`src/sv/umjp_pkg.sv`:
```
package umjp_pkg;

    typedef enum logic [3:0] {
        PH_OPEN, PH_KEY_START, PH_KEY, PH_COLON, PH_NUM_START, PH_NUM,
        PH_STR_START, PH_STR, PH_HEX_START, PH_HEX, PH_AFTER, PH_DONE, PH_ERR
    } t_phase;

    typedef enum logic [3:0] {
        ST_OK = 4'd0, ST_SYNTAX = 4'd1, ST_UNKNOWN = 4'd2, ST_DUP = 4'd3,
        ST_NUMBER = 4'd4, ST_STRING = 4'd5, ST_HEX = 4'd6, ST_SEMANTIC = 4'd7,
        ST_LENGTH = 4'd8
    } t_status;

    localparam logic [1:0] KIND_BYTE    = 2'd0;
    localparam logic [1:0] KIND_NUMBER  = 2'd1;
    localparam logic [1:0] KIND_VERDICT = 2'd2;

    localparam logic [2:0] FID_SCHEMA      = 3'd0;
    localparam logic [2:0] FID_BUILD       = 3'd3;
    localparam logic [2:0] FID_BUILD_FLOOR = 3'd4;
    localparam logic [2:0] FID_SHA256      = 3'd6;

    localparam logic [7:0] HASH_DIGITS = 8'd64;
    localparam logic [7:0] SIGN_DIGITS = 8'd128;

    localparam int CFG_MAX_TEXT  = 0;
    localparam int CFG_MAX_IMAGE = 1;

    // key text, padded with zero; key_len gives length
    function automatic logic [7:0] key_char(input logic [2:0] k, input logic [3:0] p);
        logic [71:0] s;
        case (k)
            3'd0:    s = {"schema", 24'd0};
            3'd1:    s = {"product", 16'd0};
            3'd2:    s = {"version", 16'd0};
            3'd3:    s = {"build", 32'd0};
            3'd4:    s = {"min_", "build"};
            3'd5:    s = {"size", 40'd0};
            3'd6:    s = {"sha256", 24'd0};
            default: s = "signature";
        endcase
        if (p < 4'd9) key_char = s[8'd71 - {p, 3'd0} -: 8];
        else key_char = 8'd0;
    endfunction

    function automatic logic [3:0] key_len(input logic [2:0] k);
        case (k)
            3'd0:    key_len = 4'd6;
            3'd1:    key_len = 4'd7;
            3'd2:    key_len = 4'd7;
            3'd3:    key_len = 4'd5;
            3'd4:    key_len = 4'd9;
            3'd5:    key_len = 4'd4;
            3'd6:    key_len = 4'd6;
            default: key_len = 4'd9;
        endcase
    endfunction

    function automatic logic is_space(input logic [7:0] c);
        is_space = (c == 8'h20) || (c == 8'h09) || (c == 8'h0D) || (c == 8'h0A);
    endfunction

    typedef struct packed {
        logic [1:0]  kind;
        logic [2:0]  field_id;
        logic [31:0] value;
        logic [5:0]  byte_index;
        logic [3:0]  status;
        logic        last;
    } t_result;

endpackage

```
`src/sv/umjp_if.sv`:
```
interface umjp_in_if;
    logic       valid;
    logic       ready;
    logic [7:0] data_byte;
    logic       end_of_text;
    modport source (output valid, output data_byte, output end_of_text, input ready);
    modport sink (input valid, input data_byte, input end_of_text, output ready);
endinterface

interface umjp_out_if;
    logic        valid;
    logic        ready;
    logic [1:0]  kind;
    logic [2:0]  field_id;
    logic [31:0] value;
    logic [5:0]  byte_index;
    logic [3:0]  status;
    logic        last;
    modport source (output valid, output kind, output field_id, output value,
                    output byte_index, output status, output last, input ready);
    modport sink (input valid, input kind, input field_id, input value,
                  input byte_index, input status, input last, output ready);
endinterface

```
`src/sv/umjp_out_queue.sv`:
```
// Four-entry result queue; each parsed byte pushes up to two results.
module umjp_out_queue (
    input  logic                i_clk,
    input  logic                i_rst_n,
    input  logic [1:0]          i_push_cnt,
    input  umjp_pkg::t_result   i_push0,
    input  umjp_pkg::t_result   i_push1,
    output logic                o_room,
    umjp_out_if.source          o_out
);
    umjp_pkg::t_result r_mem [4];
    logic [1:0] r_rd, r_wr;
    logic [2:0] r_cnt;
    logic [2:0] n_cnt;
    logic       pop;

    assign pop   = o_out.valid && o_out.ready;
    assign n_cnt = r_cnt + {1'b0, i_push_cnt} - {2'b0, pop};
    // room for two more after this cycle's pop
    assign o_room = (r_cnt - {2'b0, pop}) <= 3'd2;

    always_ff @(posedge i_clk) begin
        if (!i_rst_n) begin
            r_rd  <= '0;
            r_wr  <= '0;
            r_cnt <= '0;
        end else begin
            r_cnt <= n_cnt;
            r_wr  <= r_wr + i_push_cnt;
            if (pop) r_rd <= r_rd + 2'd1;
        end
    end

    always_ff @(posedge i_clk) begin
        if (i_push_cnt != 2'd0) r_mem[r_wr] <= i_push0;
        if (i_push_cnt == 2'd2) r_mem[r_wr + 2'd1] <= i_push1;
    end

    assign o_out.valid      = r_cnt != 3'd0;
    assign o_out.kind       = r_mem[r_rd].kind;
    assign o_out.field_id   = r_mem[r_rd].field_id;
    assign o_out.value      = r_mem[r_rd].value;
    assign o_out.byte_index = r_mem[r_rd].byte_index;
    assign o_out.status     = r_mem[r_rd].status;
    assign o_out.last       = r_mem[r_rd].last;

`ifndef NO_ASSERTIONS
    a_no_overflow: assert property (@(posedge i_clk) disable iff (!i_rst_n)
        r_cnt <= 3'd4) else $error("queue overflow");
    a_push_room: assert property (@(posedge i_clk) disable iff (!i_rst_n)
        (i_push_cnt != 2'd0) |-> o_room) else $error("push without room");
    a_cnt_step: assert property (@(posedge i_clk) disable iff (!i_rst_n)
        pop && i_push_cnt == 2'd0 |=> r_cnt == $past(r_cnt) - 3'd1)
        else $error("count step");
`endif
endmodule

```
`src/sv/update_manifest_json_parser_unit.sv`:
```
// Manifest parser: one byte accepted per cycle while the result queue has room,
// results queued behind it. Latency: a byte's first result is presented the cycle
// after its transfer when the result queue is empty, later behind results still waiting.
// Throughput: one byte per cycle while the queue has room; each byte gives up to two
// results, drained one per cycle while the receiver is ready, so result stalls throttle input.
// Reset (synchronous, active low) clears parser state and sets registers to defaults.
module update_manifest_json_parser_unit #(
    parameter int KEY_CHARS  = 15,
    parameter int TEXT_CHARS = 15
) (
    input  logic        i_clk,
    input  logic        i_rst_n,
    input  logic        i_cfg_we,
    input  logic [0:0]  i_cfg_index,
    input  logic [31:0] i_cfg_data,
    umjp_in_if.sink     i_in,
    umjp_out_if.source  o_out
);
    localparam logic [4:0] KEY_MAX  = 5'(KEY_CHARS);
    localparam logic [7:0] TEXT_MAX = 8'(TEXT_CHARS);

    logic [15:0] r_max_text;
    logic [31:0] r_max_image;

    umjp_pkg::t_phase r_phase, n_phase;
    logic [7:0]  r_key_match, n_key_match;
    logic [4:0]  r_key_pos, n_key_pos;
    logic [7:0]  r_seen, n_seen;
    logic [3:0]  r_fcnt, n_fcnt;
    logic [31:0] r_acc, n_acc;
    logic        r_lz, n_lz;
    logic [7:0]  r_slen, n_slen;
    logic [4:0]  r_hn, n_hn;
    logic [15:0] r_schema, n_schema;
    logic [31:0] r_build, n_build, r_minb, n_minb, r_size, n_size;
    logic [3:0]  r_err, n_err;
    logic [15:0] r_bcnt, n_bcnt;

    umjp_pkg::t_result res0, res1;
    logic [1:0] push_cnt;
    logic       room, take;

    logic [7:0] c;
    logic [2:0] fid;
    logic       is_dig, is_hex;
    logic [3:0] dig, hv;
    logic [35:0] acc10;
    logic [7:0] digits;
    logic [3:0] st;

    assign i_in.ready = room;
    assign take = i_in.valid && room;
    assign c = i_in.data_byte;

    // configuration writes
    always_ff @(posedge i_clk) begin
        if (!i_rst_n) begin
            r_max_text  <= 16'd1024;
            r_max_image <= 32'h00B0_0000;
        end else if (i_cfg_we) begin
            if (i_cfg_index == 1'(umjp_pkg::CFG_MAX_TEXT)) r_max_text <= i_cfg_data[15:0];
            else r_max_image <= i_cfg_data;
        end
    end

    // current field: lowest set match bit
    always_comb begin
        fid = 3'd0;
        for (int k = 7; k >= 0; k--) if (r_key_match[k]) fid = 3'(k);
    end

    assign is_dig = c >= "0" && c <= "9";
    assign dig    = c[3:0];
    assign acc10  = {4'd0, r_acc} * 36'd10 + {32'd0, dig};
    assign digits = (fid == umjp_pkg::FID_SHA256) ? umjp_pkg::HASH_DIGITS
                                                  : umjp_pkg::SIGN_DIGITS;
    always_comb begin
        is_hex = 1'b1;
        hv = 4'd0;
        if (is_dig) hv = dig;
        else if ((c >= "a" && c <= "f") || (c >= "A" && c <= "F")) hv = c[3:0] + 4'd9;
        else is_hex = 1'b0;
    end

    // parse one byte
    always_comb begin
        n_phase = r_phase; n_key_match = r_key_match; n_key_pos = r_key_pos;
        n_seen = r_seen; n_fcnt = r_fcnt; n_acc = r_acc; n_lz = r_lz;
        n_slen = r_slen; n_hn = r_hn; n_schema = r_schema; n_build = r_build;
        n_minb = r_minb; n_size = r_size; n_err = r_err; n_bcnt = r_bcnt;
        res0 = '0; res1 = '0; push_cnt = 2'd0; st = 4'd0;
        if (take) begin
            if (r_bcnt >= r_max_text) begin
                n_err = umjp_pkg::ST_LENGTH; n_phase = umjp_pkg::PH_ERR;
            end else n_bcnt = r_bcnt + 16'd1;
            case (r_phase)
                umjp_pkg::PH_OPEN: begin
                    if (c == "{") n_phase = umjp_pkg::PH_KEY_START;
                    else if (!umjp_pkg::is_space(c)) begin
                        n_err = umjp_pkg::ST_SYNTAX; n_phase = umjp_pkg::PH_ERR;
                    end
                end
                umjp_pkg::PH_KEY_START: begin
                    if (c == "\"") begin
                        n_phase = umjp_pkg::PH_KEY; n_key_match = 8'hFF; n_key_pos = '0;
                    end else if (!umjp_pkg::is_space(c)) begin
                        n_err = umjp_pkg::ST_SYNTAX; n_phase = umjp_pkg::PH_ERR;
                    end
                end
                umjp_pkg::PH_KEY: begin
                    if (c == "\"") begin
                        for (int k = 0; k < 8; k++)
                            if ({1'b0, umjp_pkg::key_len(3'(k))} != r_key_pos)
                                n_key_match[k] = 1'b0;
                        n_phase = umjp_pkg::PH_COLON;
                    end else if (c < 8'h20 || c == "\\" || r_key_pos >= KEY_MAX) begin
                        n_err = umjp_pkg::ST_STRING; n_phase = umjp_pkg::PH_ERR;
                    end else begin
                        for (int k = 0; k < 8; k++)
                            if (r_key_pos >= {1'b0, umjp_pkg::key_len(3'(k))} ||
                                umjp_pkg::key_char(3'(k), r_key_pos[3:0]) != c)
                                n_key_match[k] = 1'b0;
                        n_key_pos = r_key_pos + 5'd1;
                    end
                end
                umjp_pkg::PH_COLON: begin
                    if (c == ":") begin
                        if (r_key_match == 8'd0) begin
                            n_err = umjp_pkg::ST_UNKNOWN; n_phase = umjp_pkg::PH_ERR;
                        end else if ((r_seen & r_key_match) != 8'd0) begin
                            n_err = umjp_pkg::ST_DUP; n_phase = umjp_pkg::PH_ERR;
                        end else begin
                            n_seen = r_seen | r_key_match;
                            if (fid == 3'd1 || fid == 3'd2) n_phase = umjp_pkg::PH_STR_START;
                            else if (fid >= 3'd6) n_phase = umjp_pkg::PH_HEX_START;
                            else n_phase = umjp_pkg::PH_NUM_START;
                        end
                    end else if (!umjp_pkg::is_space(c)) begin
                        n_err = umjp_pkg::ST_SYNTAX; n_phase = umjp_pkg::PH_ERR;
                    end
                end
                umjp_pkg::PH_NUM_START: begin
                    if (is_dig) begin
                        n_acc = {28'd0, dig}; n_lz = (c == "0");
                        n_phase = umjp_pkg::PH_NUM;
                    end else if (!umjp_pkg::is_space(c)) begin
                        n_err = umjp_pkg::ST_NUMBER; n_phase = umjp_pkg::PH_ERR;
                    end
                end
                umjp_pkg::PH_NUM: begin
                    if (is_dig) begin
                        if (r_lz || acc10[35:32] != 4'd0) begin
                            n_err = umjp_pkg::ST_NUMBER; n_phase = umjp_pkg::PH_ERR;
                        end else n_acc = acc10[31:0];
                    end else if (fid == umjp_pkg::FID_SCHEMA && r_acc[31:16] != 16'd0) begin
                        n_err = umjp_pkg::ST_NUMBER; n_phase = umjp_pkg::PH_ERR;
                    end else begin
                        if (fid == umjp_pkg::FID_SCHEMA) n_schema = r_acc[15:0];
                        else if (fid == umjp_pkg::FID_BUILD) n_build = r_acc;
                        else if (fid == umjp_pkg::FID_BUILD_FLOOR) n_minb = r_acc;
                        else n_size = r_acc;
                        res0.kind = umjp_pkg::KIND_NUMBER; res0.field_id = fid;
                        res0.value = r_acc; push_cnt = 2'd1;
                        n_fcnt = r_fcnt + 4'd1;
                        n_phase = umjp_pkg::PH_AFTER;
                        if (!umjp_pkg::is_space(c)) begin
                            if (r_fcnt < 4'd7 && c == ",") n_phase = umjp_pkg::PH_KEY_START;
                            else if (r_fcnt >= 4'd7 && c == "}") n_phase = umjp_pkg::PH_DONE;
                            else begin
                                n_err = umjp_pkg::ST_SYNTAX; n_phase = umjp_pkg::PH_ERR;
                            end
                        end
                    end
                end
                umjp_pkg::PH_STR_START, umjp_pkg::PH_HEX_START: begin
                    if (c == "\"") begin
                        n_phase = (r_phase == umjp_pkg::PH_STR_START) ? umjp_pkg::PH_STR
                                                                      : umjp_pkg::PH_HEX;
                        n_slen = '0; n_hn = '0;
                    end else if (!umjp_pkg::is_space(c)) begin
                        n_err = umjp_pkg::ST_STRING; n_phase = umjp_pkg::PH_ERR;
                    end
                end
                umjp_pkg::PH_STR: begin
                    if (c == "\"") begin
                        if (r_slen == 8'd0) begin
                            n_err = umjp_pkg::ST_STRING; n_phase = umjp_pkg::PH_ERR;
                        end else begin
                            n_fcnt = r_fcnt + 4'd1; n_phase = umjp_pkg::PH_AFTER;
                        end
                    end else if (c < 8'h20 || c == "\\" || r_slen >= TEXT_MAX) begin
                        n_err = umjp_pkg::ST_STRING; n_phase = umjp_pkg::PH_ERR;
                    end else begin
                        res0.kind = umjp_pkg::KIND_BYTE; res0.field_id = fid;
                        res0.value = {24'd0, c}; res0.byte_index = r_slen[5:0];
                        push_cnt = 2'd1; n_slen = r_slen + 8'd1;
                    end
                end
                umjp_pkg::PH_HEX: begin
                    if (c == "\"") begin
                        if (r_slen != digits) begin
                            n_err = umjp_pkg::ST_HEX; n_phase = umjp_pkg::PH_ERR;
                        end else begin
                            n_fcnt = r_fcnt + 4'd1; n_phase = umjp_pkg::PH_AFTER;
                        end
                    end else if (c < 8'h20 || c == "\\") begin
                        n_err = umjp_pkg::ST_STRING; n_phase = umjp_pkg::PH_ERR;
                    end else if (!is_hex || r_slen >= digits) begin
                        n_err = umjp_pkg::ST_HEX; n_phase = umjp_pkg::PH_ERR;
                    end else begin
                        if (!r_hn[4]) n_hn = {1'b1, hv};
                        else begin
                            res0.kind = umjp_pkg::KIND_BYTE; res0.field_id = fid;
                            res0.value = {24'd0, r_hn[3:0], hv};
                            res0.byte_index = r_slen[6:1];
                            push_cnt = 2'd1; n_hn = '0;
                        end
                        n_slen = r_slen + 8'd1;
                    end
                end
                umjp_pkg::PH_AFTER: begin
                    if (!umjp_pkg::is_space(c)) begin
                        if (r_fcnt < 4'd8 && c == ",") n_phase = umjp_pkg::PH_KEY_START;
                        else if (r_fcnt >= 4'd8 && c == "}") n_phase = umjp_pkg::PH_DONE;
                        else begin
                            n_err = umjp_pkg::ST_SYNTAX; n_phase = umjp_pkg::PH_ERR;
                        end
                    end
                end
                umjp_pkg::PH_DONE: begin
                    if (!umjp_pkg::is_space(c)) begin
                        n_err = umjp_pkg::ST_SYNTAX; n_phase = umjp_pkg::PH_ERR;
                    end
                end
                default: ;
            endcase
            // length error overrides a parse error of this same byte
            if (r_bcnt >= r_max_text) begin
                n_err = umjp_pkg::ST_LENGTH; n_phase = umjp_pkg::PH_ERR;
            end
            // a byte that is over length or taken in the error phase emits nothing
            if (r_phase == umjp_pkg::PH_ERR || r_bcnt >= r_max_text) push_cnt = 2'd0;

            if (i_in.end_of_text) begin
                if (n_err != 4'd0) st = n_err;
                else if (n_phase != umjp_pkg::PH_DONE) st = umjp_pkg::ST_SYNTAX;
                else if (n_schema != 16'd1 || n_build <= n_minb || n_size == 32'd0 ||
                         n_size > r_max_image) st = umjp_pkg::ST_SEMANTIC;
                else st = umjp_pkg::ST_OK;
                res1.kind = umjp_pkg::KIND_VERDICT; res1.status = st; res1.last = 1'b1;
                if (push_cnt == 2'd0) begin
                    res0 = res1; push_cnt = 2'd1;
                end else push_cnt = 2'd2;
                n_phase = umjp_pkg::PH_OPEN; n_key_match = 8'hFF; n_key_pos = '0;
                n_seen = '0; n_fcnt = '0; n_acc = '0; n_lz = 1'b0; n_slen = '0;
                n_hn = '0; n_schema = '0; n_build = '0; n_minb = '0; n_size = '0;
                n_err = '0; n_bcnt = '0;
            end
        end
    end

    always_ff @(posedge i_clk) begin
        if (!i_rst_n) begin
            r_phase <= umjp_pkg::PH_OPEN; r_key_match <= 8'hFF; r_key_pos <= '0;
            r_seen <= '0; r_fcnt <= '0; r_acc <= '0; r_lz <= 1'b0; r_slen <= '0;
            r_hn <= '0; r_schema <= '0; r_build <= '0; r_minb <= '0; r_size <= '0;
            r_err <= '0; r_bcnt <= '0;
        end else begin
            r_phase <= n_phase; r_key_match <= n_key_match; r_key_pos <= n_key_pos;
            r_seen <= n_seen; r_fcnt <= n_fcnt; r_acc <= n_acc; r_lz <= n_lz;
            r_slen <= n_slen; r_hn <= n_hn; r_schema <= n_schema; r_build <= n_build;
            r_minb <= n_minb; r_size <= n_size; r_err <= n_err; r_bcnt <= n_bcnt;
        end
    end

    umjp_out_queue u_queue (
        .i_clk      (i_clk),
        .i_rst_n    (i_rst_n),
        .i_push_cnt (push_cnt),
        .i_push0    (res0),
        .i_push1    (res1),
        .o_room     (room),
        .o_out      (o_out)
    );

`ifndef NO_ASSERTIONS
    a_err_phase: assert property (@(posedge i_clk) disable iff (!i_rst_n)
        (r_err != 4'd0) |-> r_phase == umjp_pkg::PH_ERR) else $error("error without ERR");
    a_no_emit_err: assert property (@(posedge i_clk) disable iff (!i_rst_n)
        (take && r_phase == umjp_pkg::PH_ERR && !i_in.end_of_text) |-> push_cnt == 2'd0)
        else $error("emit after error");
    a_eot_clears: assert property (@(posedge i_clk) disable iff (!i_rst_n)
        (take && i_in.end_of_text) |=> r_bcnt == 16'd0 && r_phase == umjp_pkg::PH_OPEN)
        else $error("verdict did not clear");
`endif
endmodule

```
`src/flat_wrapper.sv`:
```
// flat-port wrapper written by rule: the top's interface ports become plain ports
module update_manifest_json_parser_unit_flat 
#(
    parameter int KEY_CHARS  = 15,
    parameter int TEXT_CHARS = 15
)
  (i_clk, i_rst_n, i_cfg_we, i_cfg_index, i_cfg_data, i_in_valid, i_in_data_byte, i_in_end_of_text, i_in_ready, o_out_valid, o_out_kind, o_out_field_id, o_out_value, o_out_byte_index, o_out_status, o_out_last, o_out_ready);
  umjp_in_if i_in_i ();
  umjp_out_if o_out_i ();
  input  logic i_clk;
  input  logic i_rst_n;
  input  logic i_cfg_we;
  input  logic [0:0] i_cfg_index;
  input  logic [31:0] i_cfg_data;
  input wire logic [$bits(i_in_i.valid)-1:0] i_in_valid;
  input wire logic [$bits(i_in_i.data_byte)-1:0] i_in_data_byte;
  input wire logic [$bits(i_in_i.end_of_text)-1:0] i_in_end_of_text;
  output wire logic [$bits(i_in_i.ready)-1:0] i_in_ready;
  output wire logic [$bits(o_out_i.valid)-1:0] o_out_valid;
  output wire logic [$bits(o_out_i.kind)-1:0] o_out_kind;
  output wire logic [$bits(o_out_i.field_id)-1:0] o_out_field_id;
  output wire logic [$bits(o_out_i.value)-1:0] o_out_value;
  output wire logic [$bits(o_out_i.byte_index)-1:0] o_out_byte_index;
  output wire logic [$bits(o_out_i.status)-1:0] o_out_status;
  output wire logic [$bits(o_out_i.last)-1:0] o_out_last;
  input wire logic [$bits(o_out_i.ready)-1:0] o_out_ready;
  assign i_in_i.valid = i_in_valid;
  assign i_in_i.data_byte = i_in_data_byte;
  assign i_in_i.end_of_text = i_in_end_of_text;
  assign i_in_ready = i_in_i.ready;
  assign o_out_valid = o_out_i.valid;
  assign o_out_kind = o_out_i.kind;
  assign o_out_field_id = o_out_i.field_id;
  assign o_out_value = o_out_i.value;
  assign o_out_byte_index = o_out_i.byte_index;
  assign o_out_status = o_out_i.status;
  assign o_out_last = o_out_i.last;
  assign o_out_i.ready = o_out_ready;
  update_manifest_json_parser_unit #(.KEY_CHARS(KEY_CHARS), .TEXT_CHARS(TEXT_CHARS)) u_core (.i_clk(i_clk), .i_rst_n(i_rst_n), .i_cfg_we(i_cfg_we), .i_cfg_index(i_cfg_index), .i_cfg_data(i_cfg_data), .i_in(i_in_i), .o_out(o_out_i));
endmodule
```
`config.mk`:
```
export PLATFORM = sky130hd
export DESIGN_NAME = update_manifest_json_parser_unit_flat
export DESIGN_NICKNAME = d
export VERILOG_FILES = /design/src/sv/umjp_pkg.sv /design/src/sv/umjp_if.sv /design/src/sv/umjp_out_queue.sv /design/src/sv/update_manifest_json_parser_unit.sv /design/src/flat_wrapper.sv
export SDC_FILE = /design/constraint.sdc
export NUM_CORES = 1
export LEC_CHECK = 0
export BUFFER_PORTS_ARGS = -buffer_cell sky130_fd_sc_hd__buf_2
export CAP_MARGIN = 25
export CORE_MARGIN = 8
export CORE_UTILIZATION = 57
export CTS_BUF_LIST = sky130_fd_sc_hd__clkbuf_16
export CTS_CLUSTER_SIZE = 24
export DETAILED_ROUTE_END_ITERATION = 8
export PLACE_DENSITY = 0.81
export SKIP_LAST_GASP = 1
export SYNTH_ARGS = -nofsm -noshare
export SYNTH_HDL_FRONTEND = slang
export SYNTH_SLANG_ARGS = --single-unit
```
`constraint.sdc`:
```
create_clock -name i_clk -period 5.6 [get_ports i_clk]
set_input_delay 0.28 -clock i_clk [delete_from_list [all_inputs] [get_ports i_clk]]
set_output_delay 0.28 -clock i_clk [all_outputs]
set_load 0.005 [all_outputs]
```
==> flow_summary_export.csv <==
group,metric,value,unit
floorplanning,die_w,233,microns
global_routing,grt_usage,29.0,%
power,power,8.67,mW
logic_synthesis,synth.mux.area_fraction,8.33,%
logic_synthesis,syn_area,26900,sq um
detailed_routing,routed_wl,81.6,mm
detailed_routing,antenna_left,0,
detailed_routing,avgRoutedWirePerCell,21.4,microns
logic_synthesis,synth_top_family_by_area,"compound AO/OA/AOI/OAI gates",
sta,skew,16.9,ps
sta,rsz0062_at_grt,"no",
clock_network,cts.sinks,452,
clock_network,cts_tree,"done",
sta,period_share,95.4,%
placed_design,hpwl,57.3,mm
clock_network,cts_buffer_depth,3,
sta,tightest_slew,1080,ps
detailed_routing,vias_per_cell,6.46,
detailed_routing,drt-initial-drc-count,2695,
critical_path,arrival,5660,ps
floorplanning,chipHeight,233,microns
critical_path,slowest_delay,570,ps
logic_synthesis,synthXorXnorAreaFrac,3.45,%
critical_path,r2r_setup_slack,260,ps
final_layout,layout_commonest_cell,"dfxtp_1",
sta,finalHoldViolCount,0,
detailed_routing,drc,0,
floorplanning,fp.coreArea,46600,sq um
floorplanning,start_util,57.7,%
clock_network,path_clk_slew,70,ps
critical_path,timing_worst_setup_path_type,"reg -> reg",
clock_network,h-tree-depth,2,
logic_synthesis,ys_warn_count,0,
clock_network,numCtsBuffers,48,
global_routing,first_global_vias,23958,
logic_synthesis,ys_seq_elements,452,
critical_path,cpMaxStageDelayCell,"or4b_4",
logic_synthesis,synth_fp_nets,3317,
logic_synthesis,ys_types,90,
sta,setup_viol,0,
placed_design,placed_cells,3679,
logic_synthesis,postSynthAreaPerCell,8.69,sq um
clock_network,cts_root_buffer,"clkbuf_16",
sta,setup_tns,0,ps
floorplanning,boundaryPins,97,
logic_synthesis,synth-async-reset-ratio,0,%
sta,slew_headroom,27.8,%
critical_path,startpoint_type,"register",
final_layout,drive_gt1_share,13.1,%
logic_synthesis,synth_ff_type,"dfxtp_1",
sta,fin_crit,5340,ps
floorplanning,die_area,54400,sq um
critical_path,path_cells,"buf_4, buf_4, ha_1, ha_1, a21oi_1, o21ai_0, nor2_1, a31oi_1, xnor2_1, nand3_1, or4b_4, a2111oi_4, o21ai_2, o41a_1, and3_1, a32oi_1, nor2_1",
placed_design,port_buffers,96,
logic_synthesis,synth_edf_count,20,
worst_hold_path,holdCritPathClass,"in -> reg",
final_layout,area_growth,11.8,%
critical_path,worstSetupEndpointType,"register",
final_layout,nNetsFinal,3383,
clock_network,worstSkewPairLatency,600,ps
run_status,status,"completed",
global_routing,grt_max_degree,123,
critical_path,cpLargestDelayFamily,"compound AO/OA/AOI/OAI gates",
placed_design,gp_congestion,0.966,
logic_synthesis,synthAdderAreaFrac,8.32,%
final_layout,final_cells,3805,
sta,max_freq,0.187,GHz
logic_synthesis,synth-compound-area-share,21.8,%
logic_synthesis,seq_area_frac_synth,34.4,%
detailed_routing,drt-pass1-iter-count,6,
logic_synthesis,synth-simple-area-share,19.3,%
power,leakagePower,11.8,nW
final_layout,diodes,0,
critical_path,cp_max_fo,8,
detailed_routing,routed-via-count,24571,
sta,maxSlewViolCount,0,
critical_path,worstPathRequired,5920,ps
global_routing,antenna_found_initial,1,
power,vdd_drop_max,0.000511,V
logic_synthesis,netlist_instances,3093,
global_routing,grt-ovfl-total,0,
floorplanning,num_rows,79,
final_layout,final_cell_mix,"426 x dfxtp_1, 342 x nand2_1, 196 x nor2_1",
global_routing,grt_pass1_wl,129,mm
job,cap_violations,0,
power,pwr_density_cell,289,nW/um^2
critical_path,path_buf_inv,2,
per-stage QoR:
| stage | cell area, sq um | hold WS [ps] | worst slack (ps) | utilization [%] |
|---|---|---|---|---|
| after floorplan | 26900 | 418 | 300 | - |
| after global placement | 28100 | 427 | 276 | 60.3 |
| after detailed placement | 28100 | 437 | 151 | 60.3 |
| after CTS | 29900 | 215 | 161 | 64.3 |
| after global routing | 30100 | 254 | 21.3 | 64.5 |
| final | 30100 | 237 | 260 | 64.5 |
cells by family (layout without fill, tap and decap cells):
logic type,count (synthesis),in the layout
and+or+nand+nor,1051,1051
buffers and inverters,309,414
DFF,452,452
muxes,157,157
AOI/OAI and AO/OA,841,841
xor gates and xnor gates,106,106
adders and majority gates,177,177
power breakdown:
| part | total [mW] | internal, mW | switching [mW] |
|---|---|---|---|
| Sequential | 3.46 | 3.34 | 0.120 |
| Clock | 3.12 | 1.75 | 1.38 |
| Combinational | 2.09 | 0.727 | 1.36 |
sequential cells by signal, summed over array words and instances (netlist names), 5 cells and up, named ones only:
signal and flops:
u_core.r_hn 5, u_core.r_max_text 16, u_core.r_key_pos 5, u_core.r_max_image 32, u_core.r_minb 32, u_core.r_acc 32
u_core.u_queue.r_mem 188, u_core.r_seen 8, u_core.r_slen 8, u_core.r_size 32, u_core.r_build 32, u_core.r_key_match 8
u_core.r_schema 16, u_core.r_bcnt 16
worst reg2reg max path, delay by kind of cell (launching register included):
kind / cells / cell delay [ps]
AND/OR/NAND/NOR: 5 / 1390
buffers and inverters: 2 / 380
flip-flops: 1 / 530
AO/OA/AOI/OAI: 7 / 1860
adder cells (fa/ha/maj): 2 / 630
XOR/XNOR: 1 / 280
layout make-up:
class	count	area, sq um
Tap cell	607	759
Timing Repair Buffer	226	1640
Sequential cell	452	9260
Clock buffer	49	1230
Multi-Input combinational cell	2332	16500
Clock inverter	40	308
Inverter	99	372
Fill cell	3756	16500
worst paths after layout:
path                                               endpoint                         from  depth (start not counted)
worst min register to register  u_core.u_queue.r_mem[2][46]  u_core.u_queue.r_mem[2][46]                          1
worst min-delay path                  u_core.r_max_image[5]                  i_cfg_index                          4
worst max-delay path             u_core.u_queue.r_mem[2][2]             u_core.r_acc[20]                         17
worst max register to register   u_core.u_queue.r_mem[2][2]             u_core.r_acc[20]                         17
Yosys cell counts, drive strengths merged (63+ instances only):
cell | number | area, sq um
a21oi | 144 | 721
a22o | 125 | 1090
a22oi | 100 | 751
and2 | 68 | 425
clkbuf | 178 | 668
dfxtp | 432 | 8650
ha | 174 | 2180
inv | 98 | 368
mux2 | 63 | 709
nand2 | 343 | 1290
nor2 | 198 | 743
nor2b | 133 | 832
nor3 | 67 | 340
o21ai | 181 | 921
routing by layer:
| metal | vias up | share of wire (%) | track usage [%] |
|---|---|---|---|
| met5 | - | 0 | 0 |
| met4 | 0 | 3.1 | 9.74 |
| met3 | 208 | 8.3 | 4.88 |
| met2 | 1167 | 47 | 48.0 |
| met1 | 11842 | 42 | 38.1 |
| li1 | 11354 | - | - |
timing repair:
item / in CTS / in global routing
hold buffers: 32 / 0
hold endpoints to repair: 48 / 0
setup buffers: 0 / 0
gates resized for setup: 0 / 7
endpoints found under the setup margin: 0 / 20
Note: power is estimated with default switching activity, not from simulation.
